--- src/sv/idm_pkg.sv ---
// Package for the identifier mangler: payload structs, queue entry type,
// hash and character constants, and the hex digit helper. No dependencies.
`timescale 1ns / 1ps

package idm_pkg;

  // Input transaction: one raw identifier byte.
  typedef struct packed {
    logic [7:0] in_byte;
    logic       in_last;
  } idm_in_t;

  // Output transaction: one mangled byte or one suffix character.
  typedef struct packed {
    logic [7:0] out_byte;
    logic       out_last;
  } idm_out_t;

  // Width of the folded hash; congruent to the hash but not fully reduced.
  localparam int unsigned FoldW = 32;

  // One classified byte on its way from the front end to the back end.
  typedef struct packed {
    logic [7:0]       mbyte;   // mangled byte
    logic             last;    // final byte of the name
    logic             suffix;  // hash suffix follows this byte
    logic [FoldW-1:0] fold;    // folded hash, meaningful when suffix is set
  } idm_entry_t;

  localparam logic [24:0] HashMult   = 25'd27823485;
  localparam logic [30:0] HashMod    = 31'h7FFF_FFFF;
  localparam logic [7:0]  CharUscore = 8'h5F;
  localparam logic [7:0]  CharZero   = 8'h30;
  localparam logic [7:0]  CharUpperA = 8'h41;
  localparam logic [7:0]  CaseShift  = 8'h20;  // 'a' - 'A'

  // Upper-case hex character for one nibble.
  function automatic logic [7:0] hex_char(input logic [3:0] nib);
    logic [7:0] res;
    if (nib < 4'd10) begin
      res = CharZero + {4'b0, nib};
    end else begin
      res = CharUpperA + {4'b0, nib} - 8'd10;
    end
    return res;
  endfunction

endpackage

--- src/sv/idm_front.sv ---
// Front end of the identifier mangler: classifies each byte, keeps the sticky
// flag and the running hash, and pushes one entry per byte. Uses idm_pkg.
`timescale 1ns / 1ps

module idm_front import idm_pkg::*; (
  input  logic       clk_i,
  input  logic       rst_ni,
  input  logic       in_valid_i,
  output logic       in_ready_o,
  input  idm_in_t    in_data_i,
  output logic       push_o,
  input  logic       full_i,
  output idm_entry_t entry_o
);

  logic             first_q, first_d;
  logic             flag_q, flag_d;
  logic [FoldW-1:0] fold_q, fold_d;

  logic [7:0]       c;
  logic [7:0]       mbyte;
  logic             sets_flag;
  logic [56:0]      prod;
  logic [FoldW-1:0] fold_new;
  logic             take;

  assign in_ready_o = !full_i;
  assign take       = in_valid_i && !full_i;
  assign push_o     = take;
  assign c          = in_data_i.in_byte;

  always_comb begin
    mbyte     = CharUscore;
    sets_flag = 1'b0;
    if (c inside {[8'h61:8'h7A]}) begin
      mbyte     = c - CaseShift;
      sets_flag = 1'b1;
    end else if (c inside {[8'h41:8'h5A], [8'h30:8'h39]}) begin
      mbyte = c;
    end else begin
      sets_flag = (c != CharUscore);
    end
  end

  // The running value is kept folded (below 2^31 + 2^26), so one multiply
  // and one add close the loop each byte; the final reduction is done later.
  always_comb begin
    prod = 57'(fold_q) * 57'(HashMult) + 57'(c);
    if (first_q) begin
      fold_new = FoldW'(c);
    end else begin
      fold_new = FoldW'(prod[30:0]) + FoldW'(prod[56:31]);
    end
  end

  always_comb begin
    first_d = first_q;
    flag_d  = flag_q;
    fold_d  = fold_q;
    if (take) begin
      if (in_data_i.in_last) begin
        first_d = 1'b1;
        flag_d  = 1'b0;
        fold_d  = '0;
      end else begin
        first_d = 1'b0;
        flag_d  = flag_q || sets_flag;
        fold_d  = fold_new;
      end
    end
  end

  assign entry_o.mbyte  = mbyte;
  assign entry_o.last   = in_data_i.in_last;
  assign entry_o.suffix = in_data_i.in_last && (flag_q || sets_flag);
  assign entry_o.fold   = fold_new;

  always_ff @(posedge clk_i or negedge rst_ni) begin
    if (!rst_ni) begin
      first_q <= 1'b1;
      flag_q  <= 1'b0;
      fold_q  <= '0;
    end else begin
      first_q <= first_d;
      flag_q  <= flag_d;
      fold_q  <= fold_d;
    end
  end

endmodule

--- src/sv/idm_fifo.sv ---
// Short queue of classified entries between the front and back ends.
// Uses idm_pkg for the entry type.
`timescale 1ns / 1ps

module idm_fifo import idm_pkg::*; #(
  parameter int unsigned Depth = 2
) (
  input  logic       clk_i,
  input  logic       rst_ni,
  input  logic       push_i,
  input  idm_entry_t push_data_i,
  output logic       full_o,
  input  logic       pop_i,
  output logic       valid_o,
  output idm_entry_t pop_data_o
);

  localparam int unsigned PtrW = $clog2(Depth);
  localparam int unsigned CntW = $clog2(Depth + 1);

  idm_entry_t      slots_q [Depth];
  logic [PtrW-1:0] wr_ptr_q, wr_ptr_d;
  logic [PtrW-1:0] rd_ptr_q, rd_ptr_d;
  logic [CntW-1:0] count_q, count_d;

  assign full_o     = (count_q == CntW'(Depth));
  assign valid_o    = (count_q != '0);
  assign pop_data_o = slots_q[rd_ptr_q];

  always_comb begin
    wr_ptr_d = wr_ptr_q;
    rd_ptr_d = rd_ptr_q;
    count_d  = count_q;
    if (push_i) begin
      wr_ptr_d = (wr_ptr_q == PtrW'(Depth - 1)) ? '0 : wr_ptr_q + 1'b1;
    end
    if (pop_i) begin
      rd_ptr_d = (rd_ptr_q == PtrW'(Depth - 1)) ? '0 : rd_ptr_q + 1'b1;
    end
    if (push_i && !pop_i) begin
      count_d = count_q + 1'b1;
    end else if (pop_i && !push_i) begin
      count_d = count_q - 1'b1;
    end
  end

  always_ff @(posedge clk_i) begin
    if (push_i) begin
      slots_q[wr_ptr_q] <= push_data_i;
    end
  end

  always_ff @(posedge clk_i or negedge rst_ni) begin
    if (!rst_ni) begin
      wr_ptr_q <= '0;
      rd_ptr_q <= '0;
      count_q  <= '0;
    end else begin
      wr_ptr_q <= wr_ptr_d;
      rd_ptr_q <= rd_ptr_d;
      count_q  <= count_d;
    end
  end

endmodule

--- src/sv/idm_back.sv ---
// Back end of the identifier mangler: emits the mangled byte of each entry
// and, where flagged, the underscore and eight hex digits. Uses idm_pkg.
`timescale 1ns / 1ps

module idm_back import idm_pkg::*; (
  input  logic       clk_i,
  input  logic       rst_ni,
  input  logic       q_valid_i,
  input  idm_entry_t q_data_i,
  output logic       pop_o,
  output logic       out_valid_o,
  input  logic       out_ready_i,
  output idm_out_t   out_data_o
);

  localparam logic [3:0] StepByte  = 4'd0;
  localparam logic [3:0] StepSep   = 4'd1;
  localparam logic [3:0] StepFirst = 4'd2;
  localparam logic [3:0] StepFinal = 4'd9;

  logic        busy_q, busy_d;
  logic [3:0]  step_q, step_d;
  logic [7:0]  mbyte_q, mbyte_d;
  logic        last_q, last_d;
  logic        suffix_q, suffix_d;
  logic [30:0] hash_q, hash_d;

  logic        done;
  logic        fire;
  logic [2:0]  didx;
  logic [3:0]  digit;
  logic [30:0] reduced;

  assign done = ((step_q == StepByte) && !suffix_q) || (step_q == StepFinal);
  assign fire = busy_q && out_ready_i;
  assign pop_o = q_valid_i && (!busy_q || (fire && done));

  // Fold value is below twice the modulus, so one subtract finishes it.
  assign reduced = 31'((q_data_i.fold >= {1'b0, HashMod}) ?
                       q_data_i.fold - {1'b0, HashMod} : q_data_i.fold);

  // Most significant digit first: digit k sits at bit 28 - 4k.
  assign didx  = 3'(step_q - StepFirst);
  assign digit = 4'({1'b0, hash_q} >> {~didx, 2'b00});

  always_comb begin
    out_valid_o         = busy_q;
    out_data_o.out_last = done && last_q;
    if (step_q == StepByte) begin
      out_data_o.out_byte = mbyte_q;
    end else if (step_q == StepSep) begin
      out_data_o.out_byte = CharUscore;
    end else begin
      out_data_o.out_byte = hex_char(digit);
    end
  end

  always_comb begin
    busy_d   = busy_q;
    step_d   = step_q;
    mbyte_d  = mbyte_q;
    last_d   = last_q;
    suffix_d = suffix_q;
    hash_d   = hash_q;
    if (pop_o) begin
      busy_d   = 1'b1;
      step_d   = StepByte;
      mbyte_d  = q_data_i.mbyte;
      last_d   = q_data_i.last;
      suffix_d = q_data_i.suffix;
      hash_d   = reduced;
    end else if (fire) begin
      if (done) begin
        busy_d = 1'b0;
      end else begin
        step_d = step_q + 1'b1;
      end
    end
  end

  always_ff @(posedge clk_i or negedge rst_ni) begin
    if (!rst_ni) begin
      busy_q <= 1'b0;
      step_q <= StepByte;
    end else begin
      busy_q <= busy_d;
      step_q <= step_d;
    end
  end

  always_ff @(posedge clk_i) begin
    mbyte_q  <= mbyte_d;
    last_q   <= last_d;
    suffix_q <= suffix_d;
    hash_q   <= hash_d;
  end

endmodule

--- src/sv/identifier_mangler_with_hash.sv ---
// Top level of the identifier mangler: front end, entry queue and back end.
// Depends on idm_pkg, idm_front, idm_fifo and idm_back.
`timescale 1ns / 1ps

// Usage
// The input channel takes one identifier byte per transaction, with in_last
// set on the final byte of a name. The output channel gives one transaction
// per mangled byte: lower case turned to upper case, upper case and digits
// unchanged, anything else an underscore. When a name held a lower-case
// letter or a replaced byte other than an underscore, its last byte is
// followed by an underscore and eight upper-case hex digits of the hash
// h = (h * 27823485 + c) mod (2^31 - 1), the first byte loading h = c.
// Throughput is one byte per cycle on both sides when nothing stalls; a
// name with a suffix occupies the output for nine further transactions,
// during which input bytes keep arriving into the queue until it fills. A
// byte passes through the queue and then the output register before its
// first output transaction. The hash recurrence is closed every cycle by a
// single multiply and add in the front end, which sets the rate. Reset
// clears the running hash, the sticky flag, the queue and the output stage;
// the next byte starts a name. When the receiver stalls, the output holds,
// the queue fills, and in_ready_o drops once QueueDepth entries wait.
module identifier_mangler_with_hash import idm_pkg::*; #(
  parameter int unsigned QueueDepth = 2  // entries between front and back, at least 2
) (
  input  logic     clk_i,
  input  logic     rst_ni,
  input  logic     in_valid_i,
  output logic     in_ready_o,
  input  idm_in_t  in_data_i,
  output logic     out_valid_o,
  input  logic     out_ready_i,
  output idm_out_t out_data_o
);

  idm_entry_t push_entry;
  idm_entry_t head_entry;
  logic       push;
  logic       full;
  logic       pop;
  logic       head_valid;

  // The front end classifies each byte in the cycle of its transaction and
  // advances the folded hash; the hash is used only from the final byte's entry.
  idm_front u_front (
    .clk_i      (clk_i),
    .rst_ni     (rst_ni),
    .in_valid_i (in_valid_i),
    .in_ready_o (in_ready_o),
    .in_data_i  (in_data_i),
    .push_o     (push),
    .full_i     (full),
    .entry_o    (push_entry)
  );

  // The queue decouples the two halves, so input keeps flowing while the
  // back end spells out a suffix or the receiver stalls.
  idm_fifo #(
    .Depth (QueueDepth)
  ) u_fifo (
    .clk_i       (clk_i),
    .rst_ni      (rst_ni),
    .push_i      (push),
    .push_data_i (push_entry),
    .full_o      (full),
    .pop_i       (pop),
    .valid_o     (head_valid),
    .pop_data_o  (head_entry)
  );

  // The back end holds the current entry in registers and steps through the
  // mangled byte and, where required, the suffix characters.
  idm_back u_back (
    .clk_i       (clk_i),
    .rst_ni      (rst_ni),
    .q_valid_i   (head_valid),
    .q_data_i    (head_entry),
    .pop_o       (pop),
    .out_valid_o (out_valid_o),
    .out_ready_i (out_ready_i),
    .out_data_o  (out_data_o)
  );

endmodule

--- config.mk ---
export PLATFORM = sky130hd
export DESIGN_NAME = identifier_mangler_with_hash
export DESIGN_NICKNAME = d
export VERILOG_FILES = /design/src/sv/idm_pkg.sv /design/src/sv/idm_front.sv /design/src/sv/idm_fifo.sv /design/src/sv/idm_back.sv /design/src/sv/identifier_mangler_with_hash.sv
export SDC_FILE = /design/constraint.sdc
export NUM_CORES = 1
export LEC_CHECK = 0
export BUFFER_PORTS_ARGS = -buffer_cell sky130_fd_sc_hd__buf_2
export CAP_MARGIN = 0
export CORE_MARGIN = 2
export CORE_UTILIZATION = 31
export DETAILED_ROUTE_END_ITERATION = 10
export GPL_ROUTABILITY_DRIVEN = 0
export PLACE_DENSITY = 0.49
export SLEW_MARGIN = 30
export SYNTH_ARGS = -nofsm -noshare
export SYNTH_HDL_FRONTEND = slang
export SYNTH_SLANG_ARGS = --single-unit
--- constraint.sdc ---
create_clock -name clk_i -period 11.24 [get_ports clk_i]
set_clock_uncertainty 0.05 [all_clocks]
set_input_delay 1.686 -clock clk_i [delete_from_list [all_inputs] [get_ports clk_i]]
set_output_delay 1.686 -clock clk_i [all_outputs]
set_load 0.01 [all_outputs]
== Word level (Yosys, flattened, before mapping) ==
Memory sizes are Yosys's and may differ from the RTL's.
Index checks and enable logic that the tools add are counted.
Operators by class
  $add $sub $neg: 13
  $mul: 1
  $lt $le $gt $ge: 8
  equal/unequal tests: 5
  shift-type cells: 1
  multiplexer cells: 24
  bitwise logic cells: 1
  reductions and logical operators: 28
Operators with widths (count)
  2-to-1 mux 32 bit: 2
  adder 57 x 8 -> 57 bit: 1
  multiplier 32 x 25 -> 57 bit, second input constant: 1
  2-to-1 mux 8 bit: 5
  adder 31 x 26 -> 32 bit: 1
  greater-or-equal comparator 32 x 31 -> 1 bit, second input constant: 1
  2-to-1 mux 31 bit: 1
  right shift 31 x 5 -> 4 bit: 1
  subtractor 31 bit, second input constant: 1
  greater-or-equal comparator 8 x 7 -> 1 bit, second input constant: 2
  <= comparator 8 x 7 -> 1 bit, second input constant: 2
  logical AND 1 bit: 12
  2-to-1 mux 4 bit: 3
  2-to-1 mux 1 bit: 11
  nonzero test 2 bit: 5
  adder 7 x 4 -> 8 bit, first input constant: 1
  greater-or-equal comparator 8 x 6 -> 1 bit, second input constant: 1
  <= comparator 8 x 6 -> 1 bit, second input constant: 1
  inequality test 8 x 7 -> 1 bit, second input constant: 1
  subtractor 8 x 4 -> 8 bit, second input constant: 1
  subtractor 8 x 6 -> 8 bit, second input constant: 1
  adder 6 x 4 -> 7 bit, first input constant: 1
  zero test 1 bit: 5
  adder 4 x 1 -> 4 bit, second input constant: 1
  14 further kinds: 19
Storage, ports and cells
  register bits after elaboration: 84
  memory bits (writable): 84
  input port bits: 13
  output and inout bits: 11
  logic and storage cells: 94
  memories kept: 1
Memories
  u_fifo.slots_q: depth 2, width 42, rd ports 1, clocked after Yosys merged registers in 0, write ports 1, RTL line idm_fifo.sv:21  | idm_entry_t slots_q [Depth];

== Logic depth before layout (Yosys ltp) ==
Gate-level depths: netlist of the first run.
  depth in word-level cells: 9
  depth in mapped cells: 34
  mapped depth without buffers: 33

== Cells and area by module ==
From an unflattened synthesis of the first run, not the netlist that was laid out.
Second synthesis, totals
  cells, all modules: 2348
  area total of the unflattened synthesis: 24591.1 µm²
Modules (own cells, without submodules)
  idm_front: times used 1, cells each 1963, area an instance 18402.6 µm², sequential area each 852.1 µm²
  idm_fifo: times used 1, cells each 147, area an instance 3422.0 µm², sequential area each 2622.5 µm²
  idm_back: times used 1, cells each 238, area an instance 2766.4 µm², sequential area each 1356.3 µm²

== Worst setup path before layout of the first run ==
OpenSTA, ideal clock, no wires.
  kind: register to register
  start: register u_front.fold_q[14]
  end: memory u_fifo.slots_q[0][29] in the netlist's numbering, data pin
  library setup time: 270 ps
  arrival: 8592 ps
  data required time: 10920 ps
  setup slack: 2328 ps
  cell stages (with the launch flop): 34
  buffers on the path: 0
  period minus slack after synthesis: 8912 ps
  cell sequence: dfrtp_1 inv_1 fa_1 fa_1 fa_1 inv_1 fa_1 inv_1 fa_1 inv_1 fa_1 inv_1 fa_1 inv_1 ha_1 and4_1 and3_1 nand3_1 o211ai_1 a41o_1 a221o_1 a311oi_1 nor2_1 xor2_1 ha_1 a21oi_1 o21ai_0 a211oi_1 o21ai_0 or4_1 a31o_2 or4b_4 xnor2_1 nor2_1
RTL lines
  from (decl): RTL line idm_front.sv:18  | logic [FoldW-1:0] fold_q, fold_d;
  from (signal assigned): RTL line idm_front.sv:86  | fold_q <= fold_d;
  to (decl): RTL line idm_fifo.sv:21

==> results.md, run 1 <==
* Status: finished, final reports clean
* Post-Route WL at 71590 um
* EDFF count, synth at roughly 130
* Antenna Violating Nets Remaining at 0
* Slew margin rel. at about a third
* Commonest non-fill, non-tap cells in the layout: 565 x inv_1, 359 x ha_1, 344 x fa_1
* Slowest-stage cell, CP: fa_1
* Min-Delay Path Class: reg -> reg
* Post-cts resize count at 0
* Worst Tran Pin Value at a little under 1000 ps
* Total clock sinks at 168
* Hold Fails Final Rpt at 0
* DIE HEIGHT at 283.7 um
* Worst path required time at between 10000 and 15000 ps
* CTS tree: built
* Sequential-to-total area share from yosys stat at 19.91%
* Layout cells sized above 1 at 5.177%
* TNS Setup at 0 ps
* Area Growth Syn to Fin at 7.943%
* MaxCap Viol Count at 0
* Worst R2R Path Depth at 33
* TritonCTS Buffers at 17
* Synth cell types at 83
* Yosys top cell area share at between 20 and 30%
* FILL cells at 7934
* Vias at 16799
* WL/cell at 20.96 um
* Final WS setup at 625.8 ps
* Worst-Skew Late Latency at about 500 ps
* Ports at 24
* Most common cell after layout, fill and taps aside: inv_1
* Die X at 283.7 um
* CP Buf/Inv Count at 6
* Syn_nets at slightly above 3000
* Minimum clock period at approximately 11000 ps
* H-tree Lvls at 4
* Dpl ws at about 820 ps
* GR Util All Layers at roughly a fifth
* Mapped Cells at 2347
* Crit path DAT at 10750 ps
* Final Cycle Share at between 90% and 100%
* Register area at 0.004832 mm^2
* # diodes at 0
* Worst Path Class, Setup: reg -> reg
* FP Rows at 102
* Ys flop type: edfxtp_1
* Syn avg cell area at 10.34 um^2
* Core area at about 0.077 mm^2
* Worst path depth at 33
* Max Freq at around 94 MHz
* First-pass DRT Iterations at 7
* DRT iter0 DRCs at 1136
* Slowest stage delay, CP at approximately 600 ps
* Hold path cells at 2
* Worst-path fanout max at 7
* Gr ovfl total at 0
* Async SR Flop Fraction at 25.60%
* Clk root buf: clkbuf_16
* Yosys top cell by area: fa_1
* Count of input and output buffers at 23
* Vias in the first global route at 18249
* Clock transition at path regs at 80 ps
* DR vias/cell at 4.918
* DP Wirelength at 61110 um
* Setup crit start kind: flip-flop
* Seq cells post-synth at 168
* Worst path most repeated cell: fa_1
* Final setup vio count at 0
* Initial Utilization at 31.31%
* Clock Path Buffers at 2
* Area of the multi-input gates at 0.01714 mm^2
* Largest delay share family, worst path: adder cells
* First-pass GRT wire length at 113000 um
* Synth warn at 0
* Pin count of the biggest net entering global routing at 71
* CP Capture Type: flip-flop
* Post-CTS Hold Fix Bufs at 0
* Unrepaired setup endpoints after global routing: no
* Slew Limit Fails at 0
* Die Area at 0.08051 mm^2
* Drt drc at 0
* Post-CTS setup repair buffer count at 0
* Initial antenna violation count at 0
* Synth area leaders: fa_1 28%, ha_1 19%, edfxtp_1 15%, inv_1 8.8%, dfrtp_1 4.3%
* Mapped cell area at 0.02426 mm^2
* Final net count at 3079
-- cell usage after synthesis, drive strengths merged (5+ instances only) --
library cell and count:
mux2i 30, nor4 7, a211oi 13, mux2 22, ha 359, nand2 111
o31ai 5, inv 566, mux4 7, nand3b 11, buf 9, or3 6
a21oi 99, nand4 14, nor2b 16, o21a 7, o21ai 74, o211ai 13
o21bai 17, and3 16, xor2 54, dfrtp 42, nand2b 13, and2 7
nor2 76, a31oi 12, fa 344, xnor2 61, clkbuf 31, nor3 18
a21o 42, nand3 33, edfxtp 125, a22o 6, o22ai 7, a22oi 5
-- worst reg2reg max path, delay by kind of cell (launching register included) --
family	cells	cell delay (ps)
compound gates	10	3010
flops	1	550
buf+inv	6	500
xor+xnor	2	820
simple gates	6	1050
fa+ha+maj	9	4320
-- flip-flops by register name (all words and copies together), names as in the netlist, 2 cells and up --
name / flops
u_back.hash_q: 31
u_back.mbyte_q: 8
u_back.step_q: 4
u_fifo.count_q: 2
u_fifo.slots_q: 84
u_front.fold_q: 32
-- per-layer routing --
layer  up-vias  track usage, %  share of wire, %
met5         -               0                 0
met4         0           7.196               3.9
met3       118           4.847               6.7
met2       486           28.94                45
met1      8460           25.14                45
li1       7735               -                 -
-- through the flow --
step	util, %	hold slack, ps	instance area (um^2)	std cells
final	33.80	468.5	26190	3416
after global routing	33.80	501.2	26190	3416
after CTS	33.80	473.0	26190	3416
after detailed placement	33.07	461.0	25620	3384
after global placement	33.06	460.6	25610	3384
after floorplan	-	410.8	24260	2347
-- final timing paths --
| kind | startpoint | endpoint | slack, ps |
|---|---|---|---|
| max | u_front.fold_q[14] | u_fifo.slots_q[1][23] | 630 |
| min | u_front.flag_q | u_front.flag_q | 470 |
| max reg2reg | u_front.fold_q[14] | u_fifo.slots_q[1][23] | 630 |
| min reg2reg | u_front.flag_q | u_front.flag_q | 470 |
| max in group asynchronous | rst_ni | u_fifo.rd_ptr_q | 9310 |
| min in group asynchronous | rst_ni | u_front.fold_q[5] | 1290 |
-- final cells by class --
| class | count | area share, % |
|---|---|---|
| Inverter | 566 | 8.114 |
| Clock buffer | 19 | 1.653 |
| Multi-Input combinational cell | 1573 | 65.45 |
| Clock inverter | 13 | 0.5161 |
| Tap cell | 1040 | 4.969 |
| Sequential cell | 168 | 18.45 |
| Timing Repair Buffer | 37 | 0.8410 |
-- logic make-up (layout without fill, tap and decap cells) --
kind of cell | count (synthesis) | in the layout | share of synthesized area [%]
xor+xnor | 115 | 115 | 4.152
mux | 59 | 59 | 2.940
compound gates | 345 | 345 | 9.305
simple gates | 351 | 351 | 7.268
fa+ha+maj | 703 | 703 | 46.91
flops | 168 | 168 | 19.91
buf+inv | 606 | 635 | 9.516
Power of run 1 is left out: the tool's default activity adds up to more than one toggle a clock period on the data nets, which glitch-free logic cannot reach.
==> inputs of run 2 (changes only) <==
--- a/config.mk
+++ b/config.mk
@@ -8,10 +8,10 @@
 export BUFFER_PORTS_ARGS = -buffer_cell sky130_fd_sc_hd__buf_2
 export CAP_MARGIN = 0
 export CORE_MARGIN = 2
-export CORE_UTILIZATION = 31
+export CORE_UTILIZATION = 44
 export DETAILED_ROUTE_END_ITERATION = 10
 export GPL_ROUTABILITY_DRIVEN = 0
-export PLACE_DENSITY = 0.49
+export PLACE_DENSITY = 0.63
 export SLEW_MARGIN = 30
 export SYNTH_ARGS = -nofsm -noshare
 export SYNTH_HDL_FRONTEND = slang
==> results.md, run 2 (synthesis results as in run 1) <==
* Routing usage on met3 at 3.799%
* Area of the multi-input gates at 0.01714 mm^2
* Unrepaired setup endpoints after global routing: no
* Area Growth Syn to Fin at 6.055%
* Register area at roughly 0.0048 mm^2
* Regs by FF count: u_fifo.slots_q x84, u_front.fold_q x32, u_back.hash_q x31
* Clock Path Buffers at 2
* Status: finished, final reports clean
* FP Rows at 86
* Worst Tran Pin Value at 816.9 ps
* First-pass GRT wire length at 106900 um
* Worst-path fanout max at 8
* R2r endpoint: u_fifo.slots_q[1][23]
* Final Cycle Share at 93.79%
* Post-Route WL at 66680 um
* Max reg flops at 84
* Clock transition at path regs at 80 ps
* Slew Limit Fails at 0
* # diodes at 0
* Initial Utilization at between 40 and 50%
* Worst Setup SP: u_front.fold_q[30]
* Non-filler cells in the finished layout at about 3000
* TritonCTS Buffers at 17
* DRT iter0 DRCs at 1421
* Global routing's busiest layer: met2
* Met2 Usage GRT at approximately two fifths
* First-pass DRT Iterations at 5
* Final net count at approximately 3100
* Crit path DAT at ~11000 ps
* Hold path cells at 1
* Hold Fails Final Rpt at 0
* Die X at around 240 um
* Pin count of the biggest net entering global routing at 49
* Initial antenna violation count at 0
* Vias in the first global route at 18285
* Reg2Reg Setup Slack at 700 ps
* Slew margin rel. at 45.54%
* Antenna Violating Nets Remaining at 0
* Most common cell after layout, fill and taps aside: inv_1
* Worst R2R Start: u_front.fold_q[30]
* Post-CTS setup repair buffer count at 0
* Min-Delay Path Class: reg -> reg
* Core area at 0.05477 mm^2
* Worst Path Class, Setup: reg -> reg
* Drt drc at 0
* WL/cell at 21.68 um
* Ports at 24
* Total clock sinks at 168
* Biggest register: u_fifo.slots_q
* DIE HEIGHT at between 200 and 250 um
* DP Wirelength at 56450 um
* Post-CTS Hold Fix Bufs at 0
* Count of input and output buffers at 23
* MaxCap Viol Count at 0
* Setup crit end: u_fifo.slots_q[1][23]
* Minimum clock period at between 10000 and 15000 ps
* Slowest stage delay, CP at ~700 ps
* Clk root buf: clkbuf_16
* Vias at 17025
* TNS Setup at 0 ps
* Layout cells sized above 1 at approximately 5.1%
* Setup crit start kind: flip-flop
* Gr ovfl total at 0
* Die Area at about 0.057 mm^2
* Post-cts resize count at 0
* DR vias/cell at 5.535
* Worst path required time at 11330 ps
* Worst R2R Path Depth at 33
* Worst-Skew Late Latency at 440 ps
* Commonest non-fill, non-tap cells in the layout: 565 x inv_1, 359 x ha_1, 344 x fa_1
* FILL cells at 5088
* GR Util All Layers at 24.86%
* CP Capture Type: flip-flop
* CTS tree: built
* Max Freq at 94.86 MHz
* M1 GR Usage at about a third
* Dpl cells at 3045
* Final setup vio count at 0
* Slowest-stage cell, CP: dfrtp_1
* H-tree Lvls at 4
## run 2: cell count changes in the layout (fill, tap and decap cells not counted)
cell | before | now
buf_4 | 14 | 11
inv_8 | 4 | 1
clkinv_2 | 0 | 2
clkinv_1 | 2 | 1
clkinv_4 | 3 | 2
clkinvlp_4 | 0 | 1
inv_6 | 3 | 4
nor2_2 | 2 | 1
nor2_4 | 1 | 2
## run 2: how the worst min path moves through the flow
| stage | startpoint | to | slack [ps] |
|---|---|---|---|
| 6_report | u_fifo.count_q[1] | u_fifo.count_q[1] | 490 |
| 3_5_place_dp | u_fifo.count_q[1] | u_fifo.count_q[1] | 470 |
| 3_3_place_gp | u_front.flag_q | u_front.flag_q | 460 |
| 4_1_cts | u_fifo.count_q[1] | u_fifo.count_q[1] | 490 |
| 5_1_grt | u_fifo.count_q[1] | u_fifo.count_q[1] | 500 |
| 2_1_floorplan | u_fifo.wr_ptr_q | u_fifo.wr_ptr_q | 410 |
## run 2: per-layer routing
metal / part of all wire [%] / up-vias
li1: - / 7726
met1: 43 / 8575
met2: 47 / 617
met3: 6.4 / 107
met4: 3.4 / 0
met5: 0 / -
## run 2: through the flow
step           hold WS (ps)  util, %  setup WS [ps]  area [um^2]
6_report              487.8    46.97          698.4        25730
3_3_place_gp          455.6    45.96           1074        25170
4_1_cts               488.5    46.97          994.8        25730
2_1_floorplan         410.8        -           2328        24260
5_1_grt               496.5    46.97          162.9        25730
3_5_place_dp          474.2    45.97           1084        25180
## run 2: final cells by class
type / count / share of cell area [%]
flip-flops and latches: 168 / 18.78
multi-input cells: 1573 / 66.64
clock buffers: 19 / 1.683
repair buffers: 34 / 0.7684
well taps: 704 / 3.424
inverters: 566 / 8.258
clock inverters: 12 / 0.4474
## run 2: critical path, delay by kind of cell (launching register included)
family                     cells  cell delay [ps]
and+or+nand+nor                6             1350
adders and majority gates      9             4250
xor gates and xnor gates       2              810
buffers and inverters          6              670
AOI/OAI and AO/OA             10             2410
DFF                            1              680
Power of run 2 is left out for the same reason.
==> inputs of run 3 (changes only) <==
--- a/config.mk
+++ b/config.mk
@@ -5,8 +5,9 @@
 export SDC_FILE = /design/constraint.sdc
 export NUM_CORES = 1
 export LEC_CHECK = 0
-export BUFFER_PORTS_ARGS = -buffer_cell sky130_fd_sc_hd__buf_2
+export BUFFER_PORTS_ARGS = -buffer_cell sky130_fd_sc_hd__buf_4
 export CAP_MARGIN = 0
+export CORE_ASPECT_RATIO = 0.9
 export CORE_MARGIN = 2
 export CORE_UTILIZATION = 44
 export DETAILED_ROUTE_END_ITERATION = 10
==> results.md, run 3 (synthesis results as in run 1) <==
* Total clock sinks at 168
* Worst R2R Path Depth at 33
* Worst-Skew Late Latency at approximately 450 ps
* CTS tree: built
* Worst Tran Pin Value at about 910 ps
* Worst Path Class, Setup: reg -> reg
* Post-Route WL at 66920 um
* Slew margin rel. at 39.44%
* Vias at between 15000 and 20000
* Clock Path Buffers at 2
* Post-cts resize count at 0
* Hold Fails Final Rpt at 0
* Setup crit start kind: flip-flop
* FP Rows at 81
* Post-CTS setup repair buffer count at 0
* Vias in the first global route at approximately 18000
* Biggest register: u_fifo.slots_q
* Max reg flops at 84
* Reg2Reg Setup Slack at about 660 ps
* Worst Setup SP: u_front.fold_q[30]
* DR vias/cell at 5.570
* Worst path required time at 11340 ps
* Unrepaired setup endpoints after global routing: no
* Ports at 24
* DRT iter0 DRCs at 1598
* R2r endpoint: u_fifo.slots_q[0][27]
* Crit path DAT at 10680 ps
* Count of input and output buffers at 23
* TNS Setup at 0 ps
* Commonest non-fill, non-tap cells in the layout: 565 x inv_1, 359 x ha_1, 344 x fa_1
* MaxCap Viol Count at 0
* Clk root buf: clkbuf_16
* Regs by FF count: u_fifo.slots_q x84, u_front.fold_q x32, u_back.hash_q x31
* GR Util All Layers at 24.87%
* Die Area at 0.05703 mm^2
* Layout cells sized above 1 at 5.105%
* Initial Utilization at 44.57%
* First-pass DRT Iterations at 5
* CP Capture Type: flip-flop
* First-pass GRT wire length at between 100000 and 150000 um
* TritonCTS Buffers at 17
* Slowest stage delay, CP at 700 ps
* Drt drc at 0
* DP Wirelength at 56800 um
* Most common cell after layout, fill and taps aside: inv_1
* Gr ovfl total at 0
* Area Growth Syn to Fin at 6.499%
* Final net count at 3073
* Status: finished, final reports clean
* Slew Limit Fails at 0
* Clock transition at path regs at 90 ps
* Antenna Violating Nets Remaining at 0
* Worst-path fanout max at 8
* Final Cycle Share at 94.15%
* Min-Delay Path Class: reg -> reg
* Initial antenna violation count at 0
* Final setup vio count at 0
* Max Freq at 94.49 MHz
* Worst R2R Start: u_front.fold_q[30]
* Slowest-stage cell, CP: dfrtp_1
* Die X at ~250 um
* DIE HEIGHT at 226.8 um
* Pin count of the biggest net entering global routing at 44
* Setup crit end: u_fifo.slots_q[0][27]
* H-tree Lvls at 4
* Post-CTS Hold Fix Bufs at 0
* Core area at 0.05442 mm^2
* Minimum clock period at 10580 ps
* WL/cell at 21.75 um
## run 3: layer usage
layer  global-route usage (%)  vias to the layer above  routed length, um
met1                    35.46                     8576              29950
met5                        0                        -                  0
met2                    37.93                      724              29240
li1                         -                     7731                  -
met3                    5.568                      103               5638
met4                    7.239                        0               2082
## run 3: worst min-delay path by stage
stage	start	endpoint	slack, ps	cells past startpoint
after floorplan	u_fifo.wr_ptr_q	u_fifo.wr_ptr_q	410	1
after global placement	u_fifo.count_q[1]	u_fifo.count_q[1]	460	1
after detailed placement	u_fifo.count_q[1]	u_fifo.count_q[1]	470	1
after CTS	u_fifo.count_q[1]	u_fifo.count_q[1]	490	1
after global routing	u_fifo.slots_q[1][41]	u_back.mbyte_q[7]	510	1
final	u_fifo.count_q[1]	u_fifo.count_q[1]	480	1
## run 3: through the flow
step | std cells | utilization, % | area, um^2 | setup slack [ps] | hold WS [ps]
floorplan | 2347 | - | 24260 | 2328 | 410.8
finish | 3076 | 47.47 | 25830 | 657.4 | 482.0
CTS | 3075 | 47.46 | 25830 | 711.2 | 486.2
global route | 3075 | 47.47 | 25830 | 9.865 | 512.8
global placement | 3043 | 46.32 | 25210 | 957.7 | 457.6
detailed placement | 3043 | 46.32 | 25210 | 860.8 | 470.2
## run 3: area by class of cell
type / instances / area, um^2
clock buffers: 17 / 425.4
diodes: 1 / 2.502
inverters: 566 / 2125
fillers: 5006 / 28590
well taps: 705 / 882.1
clock inverters: 15 / 191.4
repair buffers: 31 / 232.7
multi-input cells: 1573 / 17140
flip-flops and latches: 168 / 4832
## run 3: critical path, delay by kind of cell, from the launching register on
kind,cells,cell delay (ps)
adders and majority gates,9,4250
AOI/OAI and AO/OA,9,2060
and+or+nand+nor,7,1870
buffers and inverters,6,700
DFF,1,700
xor gates and xnor gates,2,640
Power of run 3 is left out for the same reason.
